## src/hw/rtl/b64d_pkg.sv

```systemverilog
// shared types and constants of the base64 decoder
package b64d_pkg;

    localparam logic [1:0] ST_DATA     = 2'd0;
    localparam logic [1:0] ST_BAD_CHAR = 2'd1;
    localparam logic [1:0] ST_BAD_LEN  = 2'd2;

    localparam logic [7:0] PAD_CHAR       = 8'h3D;
    localparam logic [7:0] INVALID_SEXTET = 8'h80;

    localparam int QUEUE_DEPTH = 4;

    typedef struct packed {
        logic [23:0] bytes;
        logic [1:0]  top_idx;
        logic        last;
        logic [1:0]  status;
    } t_cmd;

endpackage

```

## src/hw/rtl/b64d_if.sv

```systemverilog
// handshake channels of the base64 decoder
interface b64d_in_if;
    logic       valid;
    logic       ready;
    logic [7:0] in_char;
    logic       in_last;

    modport source (output valid, output in_char, output in_last, input ready);
    modport sink (input valid, input in_char, input in_last, output ready);
endinterface

interface b64d_out_if;
    logic       valid;
    logic       ready;
    logic [7:0] out_byte;
    logic       out_last;
    logic [1:0] status;

    modport source (output valid, output out_byte, output out_last, output status,
                    input ready);
    modport sink (input valid, input out_byte, input out_last, input status,
                  output ready);
endinterface

```

## src/hw/rtl/b64d_front.sv

```systemverilog
// front end: character mapping, group assembly and error detection
module b64d_front (
    input  logic          i_clk,
    input  logic          i_rst_n,
    input  logic          i_valid,
    output logic          o_ready,
    input  logic [7:0]    i_char,
    input  logic          i_last,
    input  logic          i_full,
    output logic          o_push,
    output b64d_pkg::t_cmd o_cmd
);
    import b64d_pkg::*;

    function automatic logic [7:0] char_value(input logic [7:0] c);
        logic [7:0] v;
        v = INVALID_SEXTET;
        if (c inside {[8'h41:8'h5A]}) v = c - 8'h41;
        else if (c inside {[8'h61:8'h7A]}) v = c - 8'h61 + 8'd26;
        else if (c inside {[8'h30:8'h39]}) v = c - 8'h30 + 8'd52;
        else if (c == 8'h2B) v = 8'd62;
        else if (c == 8'h2F) v = 8'd63;
        else if (c == PAD_CHAR) v = 8'd0;
        return v;
    endfunction

    logic [17:0] r_buf, n_buf;
    logic [1:0]  r_pos, n_pos;
    logic        r_tpad, n_tpad;
    logic        r_drop, n_drop;

    logic        accept;
    logic [7:0]  v;
    logic [23:0] word;
    logic        send2, send3;

    assign o_ready = !i_full;
    assign accept  = i_valid && !i_full;
    assign v       = char_value(i_char);
    assign word    = {r_buf, v[5:0]};
    assign send2   = !r_tpad;
    assign send3   = (i_char != PAD_CHAR);

    always_comb begin
        n_buf  = r_buf;
        n_pos  = r_pos;
        n_tpad = r_tpad;
        n_drop = r_drop;
        o_push = 1'b0;
        o_cmd  = '{bytes: 24'd0, top_idx: 2'd0, last: 1'b1, status: ST_DATA};
        if (accept) begin
            if (r_drop) begin
                if (i_last) n_drop = 1'b0;
            end else if (v[7]) begin
                n_buf  = '0;
                n_pos  = '0;
                n_tpad = 1'b0;
                n_drop = !i_last;
                o_push = 1'b1;
                o_cmd.status = ST_BAD_CHAR;
            end else if (r_pos != 2'd3) begin
                if (r_pos == 2'd2) n_tpad = (i_char == PAD_CHAR);
                n_buf = {r_buf[11:0], v[5:0]};
                n_pos = r_pos + 2'd1;
                if (i_last) begin
                    n_buf  = '0;
                    n_pos  = '0;
                    n_tpad = 1'b0;
                    o_push = 1'b1;
                    o_cmd.status = ST_BAD_LEN;
                end
            end else begin
                n_buf  = '0;
                n_pos  = '0;
                n_tpad = 1'b0;
                o_push = 1'b1;
                o_cmd.last    = i_last;
                o_cmd.top_idx = {send2 & send3, send2 ^ send3};
                o_cmd.bytes[23:16] = word[23:16];
                if (send2) begin
                    o_cmd.bytes[15:8] = word[15:8];
                    o_cmd.bytes[7:0]  = word[7:0];
                end else begin
                    o_cmd.bytes[15:8] = word[7:0];
                end
            end
        end
    end

    always_ff @(posedge i_clk) begin
        if (!i_rst_n) begin
            r_buf  <= '0;
            r_pos  <= '0;
            r_tpad <= 1'b0;
            r_drop <= 1'b0;
        end else begin
            r_buf  <= n_buf;
            r_pos  <= n_pos;
            r_tpad <= n_tpad;
            r_drop <= n_drop;
        end
    end

endmodule

```

## src/hw/rtl/b64d_queue.sv

```systemverilog
// command queue between front and back end
module b64d_queue #(
    parameter int DEPTH = b64d_pkg::QUEUE_DEPTH
) (
    input  logic           i_clk,
    input  logic           i_rst_n,
    input  logic           i_push,
    input  b64d_pkg::t_cmd i_cmd,
    output logic           o_full,
    input  logic           i_pop,
    output logic           o_valid,
    output b64d_pkg::t_cmd o_cmd
);
    import b64d_pkg::*;

    localparam int AW = (DEPTH > 1) ? $clog2(DEPTH) : 1;
    localparam int CW = $clog2(DEPTH + 1);

    t_cmd          r_mem [DEPTH];
    logic [AW-1:0] r_wptr, n_wptr;
    logic [AW-1:0] r_rptr, n_rptr;
    logic [CW-1:0] r_count, n_count;
    logic          do_push, do_pop;

    assign o_full  = (r_count == CW'(DEPTH));
    assign o_valid = (r_count != '0);
    assign o_cmd   = r_mem[r_rptr];
    assign do_push = i_push && !o_full;
    assign do_pop  = i_pop && o_valid;

    always_comb begin
        n_wptr  = r_wptr;
        n_rptr  = r_rptr;
        n_count = r_count;
        if (do_push) n_wptr = (r_wptr == AW'(DEPTH - 1)) ? '0 : r_wptr + 1'b1;
        if (do_pop) n_rptr = (r_rptr == AW'(DEPTH - 1)) ? '0 : r_rptr + 1'b1;
        if (do_push && !do_pop) n_count = r_count + 1'b1;
        else if (!do_push && do_pop) n_count = r_count - 1'b1;
    end

    always_ff @(posedge i_clk) begin
        if (do_push) r_mem[r_wptr] <= i_cmd;
    end

    always_ff @(posedge i_clk) begin
        if (!i_rst_n) begin
            r_wptr  <= '0;
            r_rptr  <= '0;
            r_count <= '0;
        end else begin
            r_wptr  <= n_wptr;
            r_rptr  <= n_rptr;
            r_count <= n_count;
        end
    end

endmodule

```

## src/hw/rtl/b64d_back.sv

```systemverilog
// back end: expands queued commands into output words
module b64d_back (
    input  logic           i_clk,
    input  logic           i_rst_n,
    input  logic           i_valid,
    input  b64d_pkg::t_cmd i_cmd,
    output logic           o_pop,
    output logic           o_valid,
    input  logic           i_ready,
    output logic [7:0]     o_byte,
    output logic           o_last,
    output logic [1:0]     o_status
);
    import b64d_pkg::*;

    logic       r_valid;
    logic [7:0] r_byte, n_byte;
    logic       r_last;
    logic [1:0] r_status;
    logic [1:0] r_idx;
    logic       load, final_word;

    assign load       = i_valid && (!r_valid || i_ready);
    assign final_word = (r_idx == i_cmd.top_idx);
    assign o_pop      = load && final_word;

    always_comb begin
        case (r_idx)
            2'd0:    n_byte = i_cmd.bytes[23:16];
            2'd1:    n_byte = i_cmd.bytes[15:8];
            default: n_byte = i_cmd.bytes[7:0];
        endcase
    end

    always_ff @(posedge i_clk) begin
        if (!i_rst_n) begin
            r_valid <= 1'b0;
            r_idx   <= '0;
        end else begin
            if (load) begin
                r_valid <= 1'b1;
                r_idx   <= final_word ? 2'd0 : r_idx + 2'd1;
            end else if (i_ready) begin
                r_valid <= 1'b0;
            end
        end
    end

    always_ff @(posedge i_clk) begin
        if (load) begin
            r_byte   <= n_byte;
            r_last   <= i_cmd.last && final_word;
            r_status <= i_cmd.status;
        end
    end

    assign o_valid  = r_valid;
    assign o_byte   = r_byte;
    assign o_last   = r_last;
    assign o_status = r_status;

endmodule

```

## src/hw/rtl/base64_decoder.sv

```systemverilog
// top level of the streaming base64 decoder
// Accepts one character per cycle while the command queue has room and
// delivers one result word per cycle from a registered output stage while
// the consumer is ready. Each group of four characters, each error and
// each length fault becomes one queue entry of up to three words; the
// back end drains an entry one word at a time, so the sustained rate is
// three words per four characters and the queue of QUEUE_DEPTH entries
// absorbs bursts. A completing character goes to the queue and its first
// word to the output register. Error words carry the last mark; bytes of
// that string already delivered must be discarded by the consumer.
module base64_decoder #(
    parameter int QUEUE_DEPTH = b64d_pkg::QUEUE_DEPTH
) (
    input logic        i_clk,
    input logic        i_rst_n,
    b64d_in_if.sink    i_in,
    b64d_out_if.source o_out
);
    import b64d_pkg::*;

    logic full, push, pop, q_valid;
    t_cmd push_cmd, q_cmd;

    b64d_front u_front (
        .i_clk   (i_clk),
        .i_rst_n (i_rst_n),
        .i_valid (i_in.valid),
        .o_ready (i_in.ready),
        .i_char  (i_in.in_char),
        .i_last  (i_in.in_last),
        .i_full  (full),
        .o_push  (push),
        .o_cmd   (push_cmd)
    );

    b64d_queue #(
        .DEPTH (QUEUE_DEPTH)
    ) u_queue (
        .i_clk   (i_clk),
        .i_rst_n (i_rst_n),
        .i_push  (push),
        .i_cmd   (push_cmd),
        .o_full  (full),
        .i_pop   (pop),
        .o_valid (q_valid),
        .o_cmd   (q_cmd)
    );

    b64d_back u_back (
        .i_clk    (i_clk),
        .i_rst_n  (i_rst_n),
        .i_valid  (q_valid),
        .i_cmd    (q_cmd),
        .o_pop    (pop),
        .o_valid  (o_out.valid),
        .i_ready  (o_out.ready),
        .o_byte   (o_out.out_byte),
        .o_last   (o_out.out_last),
        .o_status (o_out.status)
    );

endmodule
```

## src/flat_wrapper.sv

```systemverilog
// flat-port wrapper written by rule: the top's interface ports become plain ports
module base64_decoder_flat import b64d_pkg::*;
#(
    parameter int QUEUE_DEPTH = b64d_pkg::QUEUE_DEPTH
)
  (i_clk, i_rst_n, i_in_valid, i_in_in_char, i_in_in_last, i_in_ready, o_out_valid, o_out_out_byte, o_out_out_last, o_out_status, o_out_ready);
  b64d_in_if i_in_i ();
  b64d_out_if o_out_i ();
  input logic i_clk;
  input logic i_rst_n;
  input wire logic [$bits(i_in_i.valid)-1:0] i_in_valid;
  input wire logic [$bits(i_in_i.in_char)-1:0] i_in_in_char;
  input wire logic [$bits(i_in_i.in_last)-1:0] i_in_in_last;
  output wire logic [$bits(i_in_i.ready)-1:0] i_in_ready;
  output wire logic [$bits(o_out_i.valid)-1:0] o_out_valid;
  output wire logic [$bits(o_out_i.out_byte)-1:0] o_out_out_byte;
  output wire logic [$bits(o_out_i.out_last)-1:0] o_out_out_last;
  output wire logic [$bits(o_out_i.status)-1:0] o_out_status;
  input wire logic [$bits(o_out_i.ready)-1:0] o_out_ready;
  assign i_in_i.valid = i_in_valid;
  assign i_in_i.in_char = i_in_in_char;
  assign i_in_i.in_last = i_in_in_last;
  assign i_in_ready = i_in_i.ready;
  assign o_out_valid = o_out_i.valid;
  assign o_out_out_byte = o_out_i.out_byte;
  assign o_out_out_last = o_out_i.out_last;
  assign o_out_status = o_out_i.status;
  assign o_out_i.ready = o_out_ready;
  base64_decoder #(.QUEUE_DEPTH(QUEUE_DEPTH)) u_core (.i_clk(i_clk), .i_rst_n(i_rst_n), .i_in(i_in_i), .o_out(o_out_i));
endmodule
```

## config.mk

```make
export PLATFORM = sky130hd
export DESIGN_NAME = base64_decoder_flat
export DESIGN_NICKNAME = d
export VERILOG_FILES = /design/src/hw/rtl/b64d_pkg.sv /design/src/hw/rtl/b64d_if.sv /design/src/hw/rtl/b64d_front.sv /design/src/hw/rtl/b64d_queue.sv /design/src/hw/rtl/b64d_back.sv /design/src/hw/rtl/base64_decoder.sv /design/src/flat_wrapper.sv
export SDC_FILE = /design/constraint.sdc
export NUM_CORES = 1
export LEC_CHECK = 0
export ABC_AREA = 0
export BUFFER_PORTS_ARGS = -buffer_cell sky130_fd_sc_hd__buf_2
export CAP_MARGIN = 20
export CELL_PAD_IN_SITES_DETAIL_PLACEMENT = 2
export CELL_PAD_IN_SITES_GLOBAL_PLACEMENT = 2
export CORE_UTILIZATION = 45
export CTS_BUF_LIST = sky130_fd_sc_hd__clkbuf_8
export CTS_CLUSTER_SIZE = 12
export DETAILED_ROUTE_END_ITERATION = 10
export PLACE_DENSITY = 0.91
export SYNTH_ARGS = -nofsm -noshare
export SYNTH_HDL_FRONTEND = slang
export SYNTH_HIERARCHICAL = 1
export SYNTH_SLANG_ARGS = --single-unit
```

## constraint.sdc

```tcl
create_clock -name i_clk -period 6.7 [get_ports i_clk]
set_input_delay 2.01 -clock i_clk [delete_from_list [all_inputs] [get_ports i_clk]]
set_output_delay 2.01 -clock i_clk [all_outputs]
set_load 0.1 [all_outputs]
```

==> results of run 1 <==
[power by group through the flow]
stage / Sequential, µW / Combinational [µW] / Clock, µW
global route: 1340 / 1010 / 778
CTS: 1330 / 963 / 744
detailed placement: 1340 / 937 / 0
global placement: 1320 / 870 / 0
floorplan: 1590 / 431 / 0
finish: 1330 / 963 / 737
[worst max-delay path by stage]
| stage | from | end | cells after the start |
|---|---|---|---|
| floorplan | i_in_in_char[2] | u_core/u_queue/r_count[2]$_SDFFE_PN0P_ | 16 |
| global placement | i_in_in_char[0] | u_core/u_queue/r_count[2]$_SDFFE_PN0P_ | 15 |
| detailed placement | i_in_in_char[0] | u_core/u_queue/r_count[2]$_SDFFE_PN0P_ | 15 |
| CTS | i_in_in_char[0] | u_core/u_queue/r_count[2]$_SDFFE_PN0P_ | 15 |
| global route | i_in_in_char[1] | u_core/u_queue/r_count[2]$_SDFFE_PN0P_ | 15 |
| finish | i_in_in_char[1] | u_core/u_queue/r_count[2]$_SDFFE_PN0P_ | 15 |
[logic make-up after synthesis]
kind of cell             share of synthesized area, %
AND/OR/NAND/NOR                                 10.41
buffers and inverters                           2.722
multiplexers                                    10.13
adder cells (fa/ha/maj)                         3.818
flip-flops                                      63.49
AO/OA/AOI/OAI                                   8.837
XOR/XNOR                                       0.6010
[critical path: stages]
cell	delay, ps
buf_2	180
inv_1	110
ha_1	250
nor2b_1	160
o211ai_1	680
nand3_1	360
nand3b_4	320
a31oi_1	240
nor2b_1	480
ha_1	270
inv_1	70
fa_1	370
xor2_1	190
or3_1	310
a21boi_0	230
[cells in the final DEF (no fill, tap or decap), types with 2 or more instances in the layout]
| cell type | synthesis | final |
|---|---|---|
| a211oi_1 | 10 | 10 |
| a211oi_2 | 2 | 2 |
| a21boi_0 | 2 | 2 |
| a21oi_1 | 8 | 8 |
| a221oi_1 | 2 | 2 |
| a22o_1 | 11 | 11 |
| a22oi_1 | 8 | 8 |
| a31oi_1 | 5 | 5 |
| and2_1 | 17 | 17 |
| and3_1 | 8 | 8 |
| and4_1 | 2 | 2 |
| buf_2 | 9 | 25 |
| buf_4 | 1 | 7 |
| bufinv_16 | 0 | 4 |
| clkbuf_8 | 0 | 17 |
| clkinv_1 | 0 | 4 |
| dfxtp_1 | 34 | 33 |
| edfxtp_1 | 127 | 127 |
| ha_1 | 20 | 20 |
| inv_1 | 19 | 23 |
| mux2i_1 | 6 | 6 |
| mux4_2 | 28 | 28 |
| nand2_1 | 42 | 42 |
| nand3_1 | 9 | 9 |
| nand4_1 | 3 | 3 |
| nor2_1 | 25 | 25 |
| nor2b_1 | 7 | 7 |
| nor3_1 | 5 | 5 |
| nor3_2 | 5 | 5 |
| nor3b_1 | 2 | 2 |
| o2111ai_1 | 3 | 3 |
| o211ai_1 | 4 | 4 |
| o21ai_0 | 8 | 8 |
| o32ai_1 | 2 | 2 |
| or3_1 | 3 | 3 |
| xor2_1 | 2 | 2 |
[through the flow]
| stage | setup WS (ps) | utilization, % |
|---|---|---|
| after floorplan | 1602 | - |
| after global placement | 844.9 | 48.50 |
| after detailed placement | 396.3 | 48.50 |
| after CTS | 899.6 | 51.05 |
| after global routing | 537.0 | 51.13 |
| final | 843.2 | 51.13 |
[registers in the layout, indices dropped and copies added, names as in the netlist, named ones only]
name,flops
u_core/u_back/r_idx,2
u_core/u_queue/r_wptr,2
u_core/u_back/o_byte,8
u_core/u_front/r_drop,1
u_core/u_back/o_status,2
u_core/u_back/o_valid,1
u_core/u_front/r_pos,2
u_core/u_front/r_buf,18
u_core/u_queue/r_rptr,2
u_core/u_back/o_last,1
u_core/u_front/r_tpad,1
u_core/u_queue/r_mem,116
u_core/u_queue/r_count,3
[area by class of cell]
type,count,area share (%)
tap,211,3.384
clock inverter,13,1.989
timing repair buffer,33,2.422
clock buffer,17,2.999
sequential,161,57.63
multi-input combinational,277,30.67
inverter,19,0.9142
[metal layers]
layer	vias to the layer above	share of wire, %
met1	2324	40
li1	1903	-
met5	-	0
met2	142	53
met4	0	2.2
met3	39	4.2
==> impl_results.md, run 1 <==
- Status: complete, no violations
- CTS H-tree depth: 4
- Cell count of the worst reg-to-reg path: 11
- Combinational power share: 31.8%
- CP arrival: 6230 ps
- Kind of critical path: input pin to flip-flop
- Via-to-Cell Ratio: 6.030
- Routed Antenna Nets: 0
- Met2 GRT Util: 47.89%
- Final setup viols: 0
- Most Crowded Layer GR: met2
- Antenna violations before repair: 0
- R2r endpoint: u_core/u_queue/r_count[2]$_SDFFE_PN0P_
- Synthesized area: 0.007079 mm²
- Total CTS buffers: 17
- Register area share after synthesis: 63.49%
- DP Area: 0.007401 mm²
- Most common cell in the netlist: edfxtp_1
- Worst hold endpoint: u_core/u_front/r_buf[17]$_SDFFE_PN0P_
- Num ports: 26
- DR WL/cell: 27.79 µm
- Max-cap violations: 0
- Placed insts: 700
- Total congestion overflow: 0
- Design Area, Final: 0.007801 mm²
- Startpoint of the worst hold path: u_core/u_front/r_buf[17]$_SDFFE_PN0P_
- Hold buffers post-CTS: 0
- Setup slack, reg-to-reg: 3160 ps
- M3 GR Usage: 5.779%
- Syn nets: 513
- DRT Pass-1 Iters: 4
- Hold Slack: 491.5 ps
- Net Sw Power: 1136 µW
- FMAX: 170.7 MHz
- Number of fill cells: 1405
- # clock sinks: 161
- Rel. slew slack: 29.34%
- Worst Path Required: 7080 ps
- HPWL Detailed: 12.70 mm
- Worst vdd ir: 0.0001720 V
- Fin cells: 731
- Yosys Warn Count: 6
- Reg area: 0.004496 mm²
- Gpl congestion: 0.9333
- Final Max Tran Viols: 0
- Mapped Avg Cell Area: 14.78 µm²
- Core area: 0.01526 mm²
- # DRC: 0
- Final WL: 20.32 mm
- Yosys top cell area share: 53.87%
- HP Class: flip-flop to flip-flop
- Layout area overhead: 10.20%
- Largest net degree at the start of global routing: 30
- Power Density: 388.1 mW/mm²
- FFs w/ async S/R, synth: 0%
- Top post-synthesis cells by area: edfxtp_1 (54%), dfxtp_1 (9.6%), mux4_2 (8.9%)
- Clock buffer depth: 2
- RSZ-0062 raised after global routing: no
- Die Span Y: 127.4 µm
- Setup Buffers After CTS: 0
- Vias in the first global route: 4850
- Post-synth cell types: 65
- Clock skew: 11.58 ps
- Root buffer cell: clkbuf_8
- Yosys top cell by area: edfxtp_1
- Clock power frac: 24.3%
- Antenna Cells: 0
- CP startpoint kind: input pin
- CTS resizes: 0
- Initial Util: 46.40%
- Tot GR Track Use: 26.52%
- Internal: 1891 µW
- Post-Syn Instances: 479
- Final Cycle Share: 87.41%
- Worst-Margin Slew: 1059 ps
- Post-synth top cells: edfxtp_1 (127), nand2_1 (42), dfxtp_1 (34)
- Rows: 45
- Routed via count: 4408
- CP endpoint kind: flip-flop
- Minimum clock period: 5857 ps
- Setup total negative slack: 0 ps
- Pleak: 0.002737 µW
- Skew-Pair Late Insertion Delay: 470 ps
- Die area: 0.01624 mm²
- Crit path max fanout: 11
- Post-synth EDFFs: 127
- Net count, final: 543
- Multi-input gate area: 0.002392 mm²
- Worst-path clk slew: 80 ps
- Met1 GRT Util: 30.99%
- Share of cells above drive strength 1: 20.19%
- Pwr Total: 3028 µW
- Final Hold Fails: 0
- Port Buf Inserts: 25
- Hold Path Depth: 2
- Part of the power in registers: 43.9%
- CTS tree: built
- DRT iter0 DRCs: 328
- Top FF cell, synth: edfxtp_1
- Seq cells post-synth: 161
- Die X: 127.4 µm
- Switching Share: 37.53%
- Global-route wire length before repair: 30.46 mm
(Power assumes the default switching activity.)
==> inputs of run 2 (changes only) <==
Settings changed: CORE_MARGIN set to 5.
==> run 2 against run 1 <==
Sequential share of layout area fell by 0.10 points; total power fell by 0.99%; register-to-register slack barely moved; largest power group unchanged.
==> impl_results.md, run 2 (synthesized netlist as in run 1, its figures left out) <==
- Status: complete, no violations
- Design Area, Final: 0.007815 mm² (+0.18%)
- HPWL Detailed: 13.21 mm (+4.0%)
- Worst vdd ir: 0.0002200 V (+28%)
- Startpoint of the worst hold path: u_core/u_front/r_buf[17]$_SDFFE_PN0P_
- Setup Buffers After CTS: 0 (unchanged)
- Max reg flops: 116 (unchanged)
- Total CTS buffers: 17 (unchanged)
- Routed Antenna Nets: 0 (unchanged)
- Multi-input gate area: 0.002392 mm² (unchanged)
- Worst Path Required: 7090 ps (about the same)
- Hold buffers post-CTS: 0 (unchanged)
- DRT iter0 DRCs: 389 (+19%)
- Worst-Margin Slew: 996.9 ps (-61.63 ps)
- Kind of critical path: input pin to flip-flop
- CP startpoint kind: input pin
- Hold Path Depth: 2 (unchanged)
- Skew-Pair Late Insertion Delay: 460 ps (about the same)
- Power Density: 383.6 mW/mm² (-1.2%)
- Max-cap violations: 0 (unchanged)
- Minimum clock period: 5515 ps (-342.0 ps)
- DR WL/cell: 27.29 µm (-1.8%)
- Clock power frac: 23.6% (-0.7 points)
- Rel. slew slack: 33.45% (+4.1 points)
- DP Area: 0.007423 mm² (+0.30%)
- Worst-path clk slew: 80 ps (about the same)
- CTS tree: built
- Final Hold Fails: 0 (unchanged)
- Routed via count: 4358 (-1.1%)
- Rows: 45 (unchanged)
- Clock buffer depth: 2 (unchanged)
- Pwr Total: 2997 µW (-0.99%)
- Setup slack, reg-to-reg: 3160 ps (about the same)
- # clock sinks: 161 (unchanged)
- Setup total negative slack: 0 ps (unchanged)
- Clock skew: 10.23 ps (-1.347 ps)
- Most frequent cells in the layout: edfxtp_1 (127), nand2_1 (42), dfxtp_1 (33)
- Net count, final: 545 (+0.37%)
- Total congestion overflow: 0 (unchanged)
- FMAX: 181.3 MHz (+6.2%)
- Final Max Tran Viols: 0 (unchanged)
- Root buffer cell: clkbuf_8
- Crit path max fanout: 10 (-1)
- CTS H-tree depth: 4 (unchanged)
- Cell count of the worst reg-to-reg path: 11 (unchanged)
- RSZ-0062 raised after global routing: no
- Final setup viols: 0 (unchanged)
- Tot GR Track Use: 23.08% (-3.4 points)
- CTS resizes: 0 (unchanged)
- Core area: 0.01531 mm² (+0.37%)
- Antenna Cells: 0 (unchanged)
- Global-route wire length before repair: 30.91 mm (+1.5%)
- Internal: 1855 µW (-1.9%)
- Net Sw Power: 1142 µW (+0.53%)
- CP arrival: 5910 ps (-320 ps)
- DRT Pass-1 Iters: 4 (unchanged)
- Combinational power share: 32.0% (+0.2 points)
- # DRC: 0 (unchanged)
- Via-to-Cell Ratio: 5.929 (-1.7%)
- Gpl congestion: 0.7950 (-15%)
- Hold Slack: 478.8 ps (-12.65 ps)
- Pleak: 0.002749 µW (+0.41%)
- CP endpoint kind: flip-flop
- Largest Register: u_core/u_queue/r_mem
- Die X: 135.4 µm (+6.3%)
- Number of fill cells: 1452 (+3.3%)
- Most common cell after layout, fill and taps aside: edfxtp_1
- R2r endpoint: u_core/u_queue/r_count[2]$_SDFFE_PN0P_
- Layout area overhead: 10.39%
- Port Buf Inserts: 25 (unchanged)
- Initial Util: 46.23% (-0.17 points)
- Vias in the first global route: 4747 (-2.1%)
- Die Span Y: 135.4 µm (+6.3%)
- Reg area: 0.004496 mm² (unchanged)
- Final Cycle Share: 82.31% (-5.1 points)
- Worst hold endpoint: u_core/u_front/r_buf[17]$_SDFFE_PN0P_
- Num ports: 26 (unchanged)
- Largest net degree at the start of global routing: 30 (unchanged)
- Die area: 0.01834 mm² (+13%)
- Switching Share: 38.10% (+0.58 points)
- Antenna violations before repair: 0 (unchanged)
- Final WL: 20.06 mm (-1.3%)
- Share of cells above drive strength 1: 21.95% (+1.8 points)
- Part of the power in registers: 44.3% (+0.4 points)
- HP Class: flip-flop to flip-flop
==> run 2: power groups by stage <==
stage	Combinational, µW	Sequential (µW)	Clock (µW)
after CTS	969	1330	727
final	960	1330	708
after global placement	879	1310	0
after global routing	1010	1340	778
after floorplan	431	1590	0
after detailed placement	941	1340	0
==> run 2: worst max-delay path: stages <==
cell,delay (ps)
buf_2,200
inv_1,140
ha_1,310
a21o_1,240
a31oi_2,330
nand3_1,250
nand3b_4,300
a31oi_1,240
nor2b_1,490
ha_1,280
inv_1,70
fa_1,380
xor2_1,180
or3_1,310
a21boi_0,160
==> run 2: worst max-delay path by stage <==
stage	startpoint	endpoint	slack, ps	cells after the start
final	i_in_in_char[2]	u_core/u_queue/r_count[2]$_SDFFE_PN0P_	1190	15
after detailed placement	i_in_in_char[2]	u_core/u_queue/r_count[2]$_SDFFE_PN0P_	790	15
after floorplan	i_in_in_char[2]	u_core/u_queue/r_count[2]$_SDFFE_PN0P_	1600	16
after global placement	i_in_in_char[2]	u_core/u_queue/r_count[2]$_SDFFE_PN0P_	1020	15
after CTS	i_in_in_char[2]	u_core/u_queue/r_count[2]$_SDFFE_PN0P_	1260	15
after global routing	i_in_in_char[2]	u_core/u_queue/r_count[2]$_SDFFE_PN0P_	970	15
==> run 2: final cells by class <==
class / instances / share of cell area, %
Clock buffer: 20 / 3.522
Tap cell: 211 / 3.378
Timing Repair Buffer: 35 / 2.562
Inverter: 19 / 0.9126
Sequential cell: 161 / 57.52
Multi-Input combinational cell: 277 / 30.61
Clock inverter: 12 / 1.489
==> run 2: stage by stage <==
| step | std cells | utilization [%] | setup slack (ps) |
|---|---|---|---|
| global placement | 703 | 48.47 | 1022 |
| finish | 735 | 51.03 | 1185 |
| floorplan | 479 | - | 1602 |
| CTS | 735 | 51.03 | 1261 |
| global route | 735 | 51.03 | 969.9 |
| detailed placement | 703 | 48.47 | 789.0 |
==> run 2: layer usage <==
layer	wire length (µm)	GRT usage, %	vias to the layer above
li1	-	-	1909
met2	10050	38.63	131
met1	8822	30.31	2285
met5	0	0	-
met3	711	4.123	33
met4	480	8.343	0
==> inputs of run 3 (changes only) <==
Settings changed: ABC_AREA 0 to 1, CORE_UTILIZATION 45 to 38, PLACE_DENSITY 0.91 to 0.89.
Clock period 6.7 ns to 4.7 ns, I/O delays scaled along.
==> run 3 against run 2 <==
Synthesized area is 13% higher; register-to-register slack worse by 1700 ps; largest cell class unchanged; count of clock-buffer cells in the layout is 3 lower; highest routed layer unchanged; die area rose by 31%; critical path type unchanged; clock power is 57% higher.
==> impl_results.md, run 3 <==
- Total congestion overflow: 0 (unchanged)
- Gpl congestion: 0.8459 (+6.4%)
- Final setup viols: 0 (unchanged)
- Layout area overhead: 10.01%
- Routed Antenna Nets: 0 (unchanged)
- Clock buffer depth: 2 (unchanged)
- Hold Path Depth: 2 (unchanged)
- Pleak: 0.003175 µW (+16%)
- Syn nets: 823 (+60%)
- Root buffer cell: clkbuf_8
- Power Density: 548.7 mW/mm² (+43%)
- # DRC: 0 (unchanged)
- Largest net degree at the start of global routing: 59 (+97%)
- Global-route wire length before repair: 38.42 mm (+24%)
- RSZ-0062 raised after global routing: no
- Register area share after synthesis: 56.12% (-7.4 points)
- FFs w/ async S/R, synth: 0% (unchanged)
- Post-synth EDFFs: 127 (unchanged)
- FMAX: 252.3 MHz
- Max reg flops: 116 (unchanged)
- DRT Pass-1 Iters: 4 (unchanged)
- CP endpoint kind: flip-flop
- CTS H-tree depth: 4 (unchanged)
- Most common cell in the netlist: nand2_1
- Final WL: 24.15 mm (+20%)
- Worst hold endpoint: u_core/u_front/r_buf[10]$_SDFFE_PN0P_
- Worst vdd ir: 0.0002046 V (-7.0%)
- Worst-Margin Slew: 697.6 ps (-299.3 ps)
- CP startpoint kind: input pin
- Die Span Y: 155.2 µm (+15%)
- Worst Path Required: 5060 ps (-2030 ps)
- Initial Util: 38.34% (-7.9 points)
- # clock sinks: 161 (unchanged)
- Via-to-Cell Ratio: 5.301 (-11%)
- HP Class: flip-flop to flip-flop
- Yosys top cell area share: 47.62% (-6.3 points)
- CTS resizes: 0 (unchanged)
- Skew-Pair Late Insertion Delay: 460 ps (about the same)
- Setup slack, reg-to-reg: 1420 ps (-1740 ps)
- Post-synth top cells: nand2_1 (139), edfxtp_1 (127), nor2_1 (104)
- Mapped Avg Cell Area: 10.15 µm² (-31%)
- Yosys Warn Count: 6 (unchanged)
- Crit path max fanout: 14 (+4)
- Top FF cell, synth: edfxtp_1
- Hold buffers post-CTS: 0 (unchanged)
- Clock skew: 12.73 ps (+2.499 ps)
- Top post-synthesis cells by area: edfxtp_1 (48%), dfxtp_1 (8.5%), nand2_1 (6.5%)
- Post-synth cell types: 39 (-40%)
- Port Buf Inserts: 25 (unchanged)
- Core area: 0.02089 mm² (+36%)
- Yosys top cell by area: edfxtp_1
- Antenna Cells: 0 (unchanged)
- Rel. slew slack: 53.43% (+20 points)
- Worst-path clk slew: 90 ps (about the same)
- Startpoint of the worst hold path: u_core/u_front/r_buf[10]$_SDFFE_PN0P_
- R2r endpoint: u_core/u_queue/r_count[2]$_SDFFE_PN0P_
- Final Hold Fails: 0 (unchanged)
- CP arrival: 4330 ps (-1580 ps)
- Share of cells above drive strength 1: 19.17% (-2.8 points)
- Die X: 155.2 µm (+15%)
- Post-Syn Instances: 789 (+65%)
- CTS tree: built
- Max-cap violations: 0 (unchanged)
- Setup total negative slack: 0 ps (unchanged)
- Final Cycle Share: 84.33%
- Tot GR Track Use: 20.70% (-2.4 points)
- Status: complete, no violations
- Total CTS buffers: 17 (unchanged)
- Rows: 53 (+18%)
- Largest Register: u_core/u_queue/r_mem
- Synthesized area: 0.008009 mm² (+13%)
- Final Max Tran Viols: 0 (unchanged)
- DR WL/cell: 21.97 µm (-19%)
- Kind of critical path: input pin to flip-flop
- Antenna violations before repair: 0 (unchanged)
- Routed via count: 5826 (+34%)
- Vias in the first global route: 6712 (+41%)
- Net count, final: 845 (+55%)
- Num ports: 26 (unchanged)
- Seq cells post-synth: 161 (unchanged)
- Number of fill cells: 2232 (+54%)
- Most common cell after layout, fill and taps aside: nand2_1
- HPWL Detailed: 15.99 mm (+21%)
- Setup Buffers After CTS: 0 (unchanged)
- Die area: 0.02408 mm² (+31%)
- DRT iter0 DRCs: 255 (-34%)
- Most frequent cells in the layout: nand2_1 (139), edfxtp_1 (127), nor2_1 (100)
- Cell count of the worst reg-to-reg path: 19 (+8)
- Util after Layout: 42.18% (-8.8 points)
- Minimum clock period: 3964 ps
-- run 3: kinds of logic after synthesis --
family | synth area share, %
simple gates | 22.29
fa+ha+maj | 3.374
flops | 56.12
buf+inv | 6.452
compound gates | 10.98
xor+xnor | 0.6561
mux | 0.1250
-- run 3: power by group --
group	internal, µW	switching (µW)
registers	1800	94.3
logic	446	1390
clock network	575	531
-- run 3: how the worst max path moves through the flow --
stage / endpoint / cells after the start / start
floorplan: u_core/u_queue/r_mem[0][0]$_DFFE_PP_ / 13 / i_in_in_char[2]
global placement: u_core/u_queue/r_count[2]$_SDFFE_PN0P_ / 22 / i_in_in_char[2]
detailed placement: u_core/u_queue/r_count[2]$_SDFFE_PN0P_ / 22 / i_in_in_char[2]
CTS: u_core/u_queue/r_count[2]$_SDFFE_PN0P_ / 22 / i_in_in_char[2]
global route: u_core/u_queue/r_count[2]$_SDFFE_PN0P_ / 22 / i_in_in_char[2]
finish: u_core/u_queue/r_count[2]$_SDFFE_PN0P_ / 22 / i_in_in_char[2]
-- run 3: worst max-delay path, stage by stage --
cell and delay, ps:
buf_2 180, inv_1 120, ha_1 260, inv_1 90, o21ai_0 230, a21oi_1 140
nor2_2 170, nand3_4 200, nand3_1 140, nand2_2 80, inv_1 140, nand2_1 90
inv_1 60, ha_1 160, inv_1 70, fa_1 390, inv_1 70, nand2_1 70
nand3_1 100, nand2_1 60, inv_1 50, nor2_1 40
-- run 3: stage by stage --
| step | cell area [µm²] | total power [µW] | hold WS (ps) | cells | setup slack (ps) |
|---|---|---|---|---|---|
| 5_1_grt | 8811 | 5095 | 507.5 | 1099 | 472.7 |
| 6_report | 8811 | 4835 | 475.0 | 1099 | 736.3 |
| 2_1_floorplan | 8009 | 3277 | 443.5 | 789 | 151.0 |
| 3_5_place_dp | 8383 | 3743 | 465.6 | 1067 | 276.6 |
| 4_1_cts | 8811 | 4897 | 479.9 | 1099 | 774.4 |
| 3_3_place_gp | 8383 | 3612 | 455.9 | 1067 | 446.1 |
-- run 3: layer usage --
layer / track usage (%) / share of wire (%) / vias to the layer above
met5: 0 / 0 / -
met3: 3.115 / 2.5 / 24
met4: 6.003 / 1.5 / 0
li1: - / - / 2736
met2: 38.06 / 53 / 103
met1: 25.09 / 43 / 2963
-- run 3: cell type report --
cell class	count	area, µm²	share of cell area, %
flip-flops and latches	161	4496	51.02
multi-input cells	523	3008	34.14
well taps	275	344.1	3.905
inverters	72	277.8	3.153
repair buffers	36	257.7	2.925
clock buffers	17	234.0	2.655
clock inverters	15	193.9	2.201
